[config.mk]
export PLATFORM = sky130hd
export DESIGN_NAME = indexed_list_engine_core
export DESIGN_NICKNAME = d
export VERILOG_FILES = /design/src/rtl/core/ile_pkg.sv /design/src/rtl/core/ile_ram.sv /design/src/rtl/core/ile_ctrl.sv /design/src/rtl/core/indexed_list_engine_core.sv
export SDC_FILE = /design/constraint.sdc
export NUM_CORES = 2
export LEC_CHECK = 0
export BUFFER_PORTS_ARGS = -buffer_cell sky130_fd_sc_hd__clkbuf_2
export CELL_PAD_IN_SITES_DETAIL_PLACEMENT = 2
export CELL_PAD_IN_SITES_GLOBAL_PLACEMENT = 2
export CORE_MARGIN = 2
export CORE_UTILIZATION = 51
export CTS_CLUSTER_DIAMETER = 50
export DETAILED_ROUTE_END_ITERATION = 10
export PLACE_DENSITY_LB_ADDON = 0.1
export SETUP_SLACK_MARGIN = 0.5
export SLEW_MARGIN = 0
export SYNTH_ARGS = -nofsm -noshare
export SYNTH_HDL_FRONTEND = slang
export SYNTH_HIERARCHICAL = 1
export SYNTH_SLANG_ARGS = --single-unit
[constraint.sdc]
create_clock -name clk -period 8.45 [get_ports clk]
set_clock_uncertainty 0.15 [all_clocks]
set_input_delay 1.69 -clock clk [delete_from_list [all_inputs] [get_ports clk]]
set_output_delay 1.69 -clock clk [all_outputs]
set_load 0.01 [all_outputs]
[src/rtl/core/ile_pkg.sv]
// Shared types and constants of the indexed list engine.
// Holds the request/result structs, command and status codes, and the RAM port bundle.
// No dependencies.
package ile_pkg;

	localparam int CAPACITY  = 64;
	localparam int ADDR_W    = (CAPACITY > 1) ? $clog2(CAPACITY) : 1;
	localparam int CNT_W     = $clog2(CAPACITY + 1);
	localparam int CMP_W     = (CNT_W > 8) ? CNT_W : 8;
	localparam int VAL_W     = 32;
	localparam int CNT_OUT_W = 7;

	typedef logic [ADDR_W-1:0]    addr_t;
	typedef logic [CNT_W-1:0]     cnt_t;
	typedef logic [CMP_W-1:0]     cmp_t;
	typedef logic [CNT_OUT_W-1:0] cnt_out_t;

	localparam logic [2:0] CMD_READ     = 3'd0;
	localparam logic [2:0] CMD_INS_HEAD = 3'd1;
	localparam logic [2:0] CMD_INS_TAIL = 3'd2;
	localparam logic [2:0] CMD_INS_AT   = 3'd3;
	localparam logic [2:0] CMD_DELETE   = 3'd4;
	localparam logic [2:0] CMD_CLEAR    = 3'd5;

	localparam logic [1:0] ST_DONE  = 2'd0;
	localparam logic [1:0] ST_RANGE = 2'd1;
	localparam logic [1:0] ST_FULL  = 2'd2;

	typedef struct packed {
		logic [2:0]              cmd;
		logic signed [7:0]       position;
		logic signed [VAL_W-1:0] item_value;
	} req_t;

	typedef struct packed {
		logic signed [VAL_W-1:0] read_value;
		logic [1:0]              status;
		cnt_out_t                count_now;
	} rsp_t;

	typedef struct packed {
		logic             we;
		addr_t            waddr;
		logic [VAL_W-1:0] wdata;
		logic             re;
		addr_t            raddr;
	} ram_req_t;

endpackage

[src/rtl/core/ile_ram.sv]
// Generic simple dual-port RAM: one write port, one read port, registered read data.
// No dependencies.
module ile_ram #(
	parameter int WIDTH = 32,
	parameter int DEPTH = 64
) (
	input  logic                             clk,
	input  logic                             we,
	input  logic [$clog2(DEPTH)-1:0]         waddr,
	input  logic [WIDTH-1:0]                 wdata,
	input  logic                             re,
	input  logic [$clog2(DEPTH)-1:0]         raddr,
	output logic [WIDTH-1:0]                 rdata
);

	logic [WIDTH-1:0] mem [DEPTH];

	always_ff @(posedge clk) begin
		if (we) begin
			mem[waddr] <= wdata;
		end
		if (re) begin
			rdata <= mem[raddr];
		end
	end

endmodule

[src/rtl/core/ile_ctrl.sv]
// Command sequencer of the indexed list engine: decode, element count, shift loop.
// Depends on ile_pkg; drives one ile_ram instance through a ram_req_t bundle.
module ile_ctrl (
	input  logic              clk,
	input  logic              arst_n,
	input  logic              start,
	input  ile_pkg::req_t     req,
	output logic              busy,
	output ile_pkg::ram_req_t ram,
	input  logic [31:0]       rdata,
	output logic              rsp_vld,
	output ile_pkg::rsp_t     rsp
);

	localparam logic [1:0] S_IDLE   = 2'd0;
	localparam logic [1:0] S_RDWAIT = 2'd1;
	localparam logic [1:0] S_SHIFT  = 2'd2;

	logic [1:0]        state_q;
	ile_pkg::cnt_t     count_q;
	ile_pkg::addr_t    ptr_q;
	ile_pkg::cnt_t     left_q;
	ile_pkg::addr_t    at_q;
	logic [31:0]       val_q;
	logic              del_q;
	logic              pend_s1;
	ile_pkg::addr_t    waddr_s1;

	logic              accept;
	logic              neg;
	ile_pkg::cmp_t     pos_ext;
	ile_pkg::cmp_t     cnt_ext;
	ile_pkg::cmp_t     ins_at;
	ile_pkg::cmp_t     ins_left;
	ile_pkg::cmp_t     del_left;
	ile_pkg::cmp_t     pos_p1;
	ile_pkg::cnt_t     cnt_m1;
	ile_pkg::cnt_t     cnt_p1;
	logic              in_range;
	logic              full;
	logic              go_rd;
	logic              go_ins;
	logic              go_del;
	logic              clr;
	logic              shift_done;

	assign accept   = start && (state_q == S_IDLE);
	assign busy     = (state_q != S_IDLE);
	assign neg      = req.position[7];
	assign pos_ext  = neg ? '0 : ile_pkg::cmp_t'(req.position[6:0]);
	assign cnt_ext  = ile_pkg::cmp_t'(count_q);
	assign in_range = !neg && (pos_ext < cnt_ext);
	assign full     = (count_q == ile_pkg::cnt_t'(ile_pkg::CAPACITY));
	assign cnt_m1   = count_q - ile_pkg::cnt_t'(1);
	assign cnt_p1   = count_q + ile_pkg::cnt_t'(1);
	assign ins_left = cnt_ext - ins_at;
	assign del_left = cnt_ext - pos_ext - ile_pkg::cmp_t'(1);
	assign pos_p1   = pos_ext + ile_pkg::cmp_t'(1);

	always_comb begin
		unique case (req.cmd) inside
			ile_pkg::CMD_INS_HEAD: ins_at = '0;
			ile_pkg::CMD_INS_TAIL: ins_at = cnt_ext;
			default:               ins_at = pos_ext;
		endcase
	end

	always_comb begin
		ram            = '0;
		rsp_vld        = 1'b0;
		rsp.read_value = '0;
		rsp.status     = ile_pkg::ST_DONE;
		rsp.count_now  = ile_pkg::cnt_out_t'(count_q);
		go_rd          = 1'b0;
		go_ins         = 1'b0;
		go_del         = 1'b0;
		clr            = 1'b0;
		shift_done     = 1'b0;
		unique case (state_q)
			S_IDLE: begin
				if (accept) begin
					unique case (req.cmd) inside
						ile_pkg::CMD_READ: begin
							if (in_range) begin
								ram.re    = 1'b1;
								ram.raddr = pos_ext[ile_pkg::ADDR_W-1:0];
								go_rd     = 1'b1;
							end else begin
								rsp_vld        = 1'b1;
								rsp.read_value = '1;
								rsp.status     = ile_pkg::ST_RANGE;
							end
						end
						ile_pkg::CMD_INS_HEAD, ile_pkg::CMD_INS_TAIL,
						ile_pkg::CMD_INS_AT: begin
							if (ins_at > cnt_ext) begin
								rsp_vld    = 1'b1;
								rsp.status = ile_pkg::ST_RANGE;
							end else if (full) begin
								rsp_vld    = 1'b1;
								rsp.status = ile_pkg::ST_FULL;
							end else begin
								go_ins = 1'b1;
							end
						end
						ile_pkg::CMD_DELETE: begin
							if (in_range) begin
								go_del = 1'b1;
							end else begin
								rsp_vld    = 1'b1;
								rsp.status = ile_pkg::ST_RANGE;
							end
						end
						ile_pkg::CMD_CLEAR: begin
							clr           = 1'b1;
							rsp_vld       = 1'b1;
							rsp.count_now = '0;
						end
						default: begin
							rsp_vld = 1'b1;
						end
					endcase
				end
			end
			S_RDWAIT: begin
				rsp_vld        = 1'b1;
				rsp.read_value = rdata;
			end
			S_SHIFT: begin
				ram.we    = pend_s1;
				ram.waddr = waddr_s1;
				ram.wdata = rdata;
				if (left_q != '0) begin
					ram.re    = 1'b1;
					ram.raddr = ptr_q;
				end else if (!pend_s1) begin
					shift_done = 1'b1;
					rsp_vld    = 1'b1;
					if (del_q) begin
						rsp.count_now = ile_pkg::cnt_out_t'(cnt_m1);
					end else begin
						ram.we        = 1'b1;
						ram.waddr     = at_q;
						ram.wdata     = val_q;
						rsp.count_now = ile_pkg::cnt_out_t'(cnt_p1);
					end
				end
			end
			default: begin
			end
		endcase
	end

	// control state
	always_ff @(posedge clk or negedge arst_n) begin
		if (!arst_n) begin
			state_q <= S_IDLE;
			count_q <= '0;
			pend_s1 <= 1'b0;
		end else begin
			pend_s1 <= (state_q == S_SHIFT) && (left_q != '0);
			if (go_rd) begin
				state_q <= S_RDWAIT;
			end else if (go_ins || go_del) begin
				state_q <= S_SHIFT;
			end else if ((state_q == S_RDWAIT) || shift_done) begin
				state_q <= S_IDLE;
			end
			if (clr) begin
				count_q <= '0;
			end else if (shift_done) begin
				count_q <= del_q ? cnt_m1 : cnt_p1;
			end
		end
	end

	// shift loop payload
	always_ff @(posedge clk) begin
		if (go_ins) begin
			at_q   <= ins_at[ile_pkg::ADDR_W-1:0];
			ptr_q  <= cnt_m1[ile_pkg::ADDR_W-1:0];
			left_q <= ins_left[ile_pkg::CNT_W-1:0];
			val_q  <= req.item_value;
			del_q  <= 1'b0;
		end else if (go_del) begin
			at_q   <= pos_ext[ile_pkg::ADDR_W-1:0];
			ptr_q  <= pos_p1[ile_pkg::ADDR_W-1:0];
			left_q <= del_left[ile_pkg::CNT_W-1:0];
			del_q  <= 1'b1;
		end else if ((state_q == S_SHIFT) && (left_q != '0)) begin
			// move the read pointer away from the gap, write one slot behind it
			ptr_q    <= del_q ? ptr_q + ile_pkg::addr_t'(1) : ptr_q - ile_pkg::addr_t'(1);
			waddr_s1 <= del_q ? ptr_q - ile_pkg::addr_t'(1) : ptr_q + ile_pkg::addr_t'(1);
			left_q   <= left_q - ile_pkg::cnt_t'(1);
		end
	end

`ifndef SYNTHESIS
	a_count_cap: assert property (@(posedge clk) disable iff (!arst_n)
		count_q <= ile_pkg::cnt_t'(ile_pkg::CAPACITY))
		else $error("element count above capacity");
	a_no_rw_same: assert property (@(posedge clk) disable iff (!arst_n)
		!(ram.we && ram.re && (ram.waddr == ram.raddr)))
		else $error("read and write of one entry in one cycle");
	a_pend_read: assert property (@(posedge clk) disable iff (!arst_n)
		pend_s1 |-> $past(ram.re))
		else $error("shift write without a preceding read");
	a_rsp_idle: assert property (@(posedge clk) disable iff (!arst_n)
		rsp_vld |=> (state_q == S_IDLE))
		else $error("sequencer not idle after a result");
`endif

endmodule

[src/rtl/core/indexed_list_engine_core.sv]
// Top level of the indexed list engine: sequencer, element RAM, result register.
// Depends on ile_pkg, ile_ram and ile_ctrl.
//
// Usage:
//   Request channel: drive req (cmd, position, item_value) and raise start.
//   The request is taken at a rising edge where start is high and busy low.
//   Result channel: done pulses for one cycle with rsp (read_value, status,
//   count_now). The receiver cannot stall; every result must be taken in its
//   one cycle. Exactly one result per request, in request order.
// Sequencing, from the accepting edge to the edge that takes the result:
//   rejected commands, clear, unused codes: decided in the accepting cycle;
//   busy stays low, so these can follow each other with no gap.
//   read in range: one RAM read (registered data), then the result register.
//   insert: shift L = count - index entries up, then write the new item.
//   delete: shift L = count - index - 1 entries down. The shift loop moves
//   one entry per cycle through the single read and single write port of
//   the element RAM, so an insert at the head of a full-minus-one list
//   moves CAPACITY - 1 entries.
// For reads and shifts, busy is high from the cycle after acceptance until
// the sequencer has produced the result; a new request can be taken while
// done is high.
// Reset clears the element count and the sequencer; RAM contents are left
// as they are, since only entries below the count are ever read.
module indexed_list_engine_core (
	input  logic          clk,
	input  logic          arst_n,
	input  logic          start,
	input  ile_pkg::req_t req,
	output logic          busy,
	output logic          done,
	output ile_pkg::rsp_t rsp
);

	ile_pkg::ram_req_t ram;
	logic [31:0]       rdata;
	logic              rsp_vld;
	ile_pkg::rsp_t     rsp_next;

	// decode, count, shift loop
	ile_ctrl u_ctrl (
		.clk     (clk),
		.arst_n  (arst_n),
		.start   (start),
		.req     (req),
		.busy    (busy),
		.ram     (ram),
		.rdata   (rdata),
		.rsp_vld (rsp_vld),
		.rsp     (rsp_next)
	);

	// element store: list entry k lives at address k
	ile_ram #(
		.WIDTH (ile_pkg::VAL_W),
		.DEPTH (ile_pkg::CAPACITY)
	) u_store (
		.clk   (clk),
		.we    (ram.we),
		.waddr (ram.waddr),
		.wdata (ram.wdata),
		.re    (ram.re),
		.raddr (ram.raddr),
		.rdata (rdata)
	);

	// result register: done marks each result for one cycle; rsp holds the last result
	always_ff @(posedge clk or negedge arst_n) begin
		if (!arst_n) begin
			done <= 1'b0;
		end else begin
			done <= rsp_vld;
		end
	end

	always_ff @(posedge clk) begin
		if (rsp_vld) begin
			rsp <= rsp_next;
		end
	end

endmodule

==> impl_metrics.yaml <==
pwr:
  sequentialPowerShare: 0.371
  internal-power_mw: 26.0
  pwr-share-comb: 0.379
  switching_share: 0.392
  clkPwrFrac: 0.250
  power_leakage_nw: 31.1
  vdd_ir_drop_max_v: 0.000291
  netSwitchingPower_mw: 16.7
  p_per_area_nw_per_um2: 439
setup_path:
  crit_family: "compound AO/OA/AOI/OAI gates"
  cp_num_buf_inv: 5
  worst-r2r-setup-slack_ps: 1960
  crit_fanout: 42
  endpoint_kind: "register"
  required_ps: 8880
  slowest_delay_ps: 980
  reg2reg_to: "u_store/rdata[18]"
  r2r-start: "u_ctrl/count_q[2]"
  path_cells: "clkbuf_2 -> nor2b_1 -> ha_1 -> nand3b_1 -> a211o_1 -> and2_1 -> nor2b_1 -> buf_4 -> a22o_4 -> buf_12 -> buf_12 -> buf_4 -> mux4_2 -> o22ai_1 -> nor3_1 -> a31oi_1 -> nor2_1"
  arrival_ps: 7480
  reg2regPathDepth: 16
  cp_slowest_cell: "a31oi_1"
  crit_type: "primary input to register"
  setup.worst_path.start_class: "primary input"
clock_network:
  postCtsSetupRepairBufs: 0
  cts_resized: 0
  path_clk_slew_ps: 70
  cts_num_sinks: 2190
  cts.path.max_buffers: 3
  htreeDepth: 4
  clk_latency_ps: 890
  cts_tree: "done"
  postCtsHoldBufs: 0
  cts_root_buffer: "clkbuf_16"
  cts_buffers: 225
sta:
  fin_crit_ps: 7050
  rsz0062_at_grt: "false"
  worstMarginPinSlew_ps: 1330
  fmax_ghz: 0.142
  tns_ps: 0
  fin_crit_sh: 0.835
  slew_headroom: 0.110
  report.final.slew_viol_count: 0
  hold_viol_final: 0
  setup_violations: 0
  layout_setup_ws_ps: 1400
placement:
  place_congestion: 0.834
  dpl.hpwl_um: 184000
  dp_cells: 6211
  port_buffers: 88
  pre_cts_ws_ps: 821
worst_hold_path:
  hp-class: "register to register"
  hold_end: "rsp[16]"
  hold_start: "u_store/rdata[7]"
  hold_depth: 1
floorplanning:
  initial_core_util: 0.512
  die_x_um: 413
  die_area_um2: 170000
  row_count: 150
  core_area_um2: 166000
  io-pin-count: 89
  fp.dieH_um: 413
yosys:
  postSynthAreaPerCell_um2: 21.6
  synth_area_leaders: "edfxtp_1 (77%), mux4_2 (14%), mux2i_1 (1.2%)"
  synth-main-ff-cell: "edfxtp_1"
  ys_top_cells_by_count: "edfxtp_1 (2178), mux4_2 (544), nor2_1 (161), a21oi_1 (129), nand2_1 (122)"
  yosysUniqueCellTypes: 64
  synth_fp_nets: 4033
  yosysWarnings: 6
  synth_top_cell_area_share: 0.767
  synth.most_common_cell: "edfxtp_1"
  ys_ff_latch: 2190
  syn_area_um2: 85200
  synth-edff-count: 2178
  synthCells: 3954
  synth-async-reset-ratio: 0.00502
  yosysSeqAreaShare: 0.771
  yosys.area.top_type: "edfxtp_1"
finish:
  area_delta_synth_final_pct: 14.3
  drive_gt1_frac: 0.286
  fin_cells: 6635
  fin_nets: 4313
global_routing:
  antenna_found_initial: 29
  grt_pass1_wl_um: 460000
  grt_usage: 0.407
  overflow: 0
  grt_pass1_vias: 49801
  grt_max_degree: 87
route:
  vias_per_cell: 7.22
  ant_nets: 0
  drt-initial-drc-count: 8000
  via_count: 47922
  routedWlPerCell_um: 51.4
  routed_wl_um: 341000
  drc: 0
  drt_first_pass_iters: 6
status:
  outcome: "complete, no violations"
job:
  cap_violations: 0
power by group through the flow:
stage               sequential, mW  combinational, mW  clock, mW
floorplan                     15.6               8.35          0
global placement              15.7               14.3          0
detailed placement            15.9               15.3          0
CTS                           15.8               15.8       10.8
global route                  15.9               16.3       11.0
finish                        15.9               16.2       10.7
registers in the layout, summed over array words and instances, names as in the netlist:
register / flops
u_ctrl/count_q: 7
u_store/rdata: 32
u_store/mem: 2048
u_ctrl/at_q: 6
u_ctrl/state_q: 2
u_ctrl/ptr_q: 6
u_ctrl/pend_s1: 1
rsp: 41
u_ctrl/left_q: 7
u_ctrl/val_q: 32
u_ctrl/del_q: 1
done: 1
u_ctrl/waddr_s1: 6
kinds of logic after synthesis:
family                     after synthesis  synth area share
DFF                                   2190             0.771
muxes                                  650             0.156
and+or+nand+nor                        423            0.0228
AOI/OAI and AO/OA                      375            0.0283
buffers and inverters                  253            0.0137
adders and majority gates               33           0.00502
xor gates and xnor gates                30           0.00308
placed cells by master, fill, tap and decap left out, types with 8 or more instances in the layout:
master      count
a21o_1         35
a21oi_1        97
a21oi_4        32
a22o_1         10
a22oi_1        18
a311oi_1        8
buf_12         19
buf_4         168
bufinv_16      29
clkbuf_1       42
clkbuf_16     230
clkbuf_2       88
clkinv_1       51
clkinv_2       46
clkinvlp_4      8
dfrtp_1        11
edfxtp_1     2178
ha_1           31
inv_1          29
mux2i_1       105
mux4_2        544
nand2_1       122
nand2b_1       11
nand3_1        17
nand3b_1        9
nand4_1         9
nor2_1         99
nor2_4         62
nor2b_1        30
nor3_1         19
o21ai_0        28
o221ai_1       27
o22ai_1        85
xnor2_1        16
xor2_1         14
worst max path at each step:
| stage | startpoint | end | slack (ps) | cells past startpoint |
|---|---|---|---|---|
| after CTS | req[39] | u_store/rdata[18] | 1560 | 17 |
| after global routing | req[39] | u_store/rdata[18] | 1350 | 17 |
| final | req[39] | u_store/rdata[18] | 1400 | 17 |
| after floorplan | req[39] | rsp[0] | 990 | 12 |
| after global placement | req[39] | u_store/rdata[5] | 1080 | 15 |
| after detailed placement | req[39] | u_store/rdata[18] | 820 | 17 |
worst reg2reg max path, cell delays in order (launching register included):
cell     delay [ps]
dfrtp_1         720
inv_1           260
ha_1            460
a21oi_1         220
a211o_1         190
and2_1          300
nor2b_1         220
buf_4           240
a22o_4          280
buf_12          300
buf_12          370
buf_4           460
mux4_2          570
o22ai_1         240
nor3_1           90
a31oi_1         980
nor2_1          140
metrics by stage:
step	hold WS [ps]	utilization	cell area, um2	total power [mW]
2_1_floorplan	365	-	85200	24.0
3_3_place_gp	425	0.540	89900	30.0
3_5_place_dp	417	0.540	89900	31.2
4_1_cts	473	0.585	97400	42.4
5_1_grt	486	0.585	97400	43.2
6_report	456	0.585	97400	42.7
metal layers:
metal  wire length, um  part of all wire  global-route usage
met5               124           0.00036                   0
met4             23200             0.068               0.228
met3             32500             0.095              0.0754
met2            169000              0.49               0.671
met1            116000              0.34               0.511
cell type report:
type                            instances  area (um2)
Multi-Input combinational cell       1511       19300
Inverter                               31         116
Clock buffer                          274        5940
Clock inverter                        147        1520
Fill cell                           13138       69100
Timing Repair Buffer                  275        2080
Antenna cell                            3        7.51
Sequential cell                      2190       65700
Tap cell                             2204        2760
No activity file was read; power rests on OpenSTA's default activity.
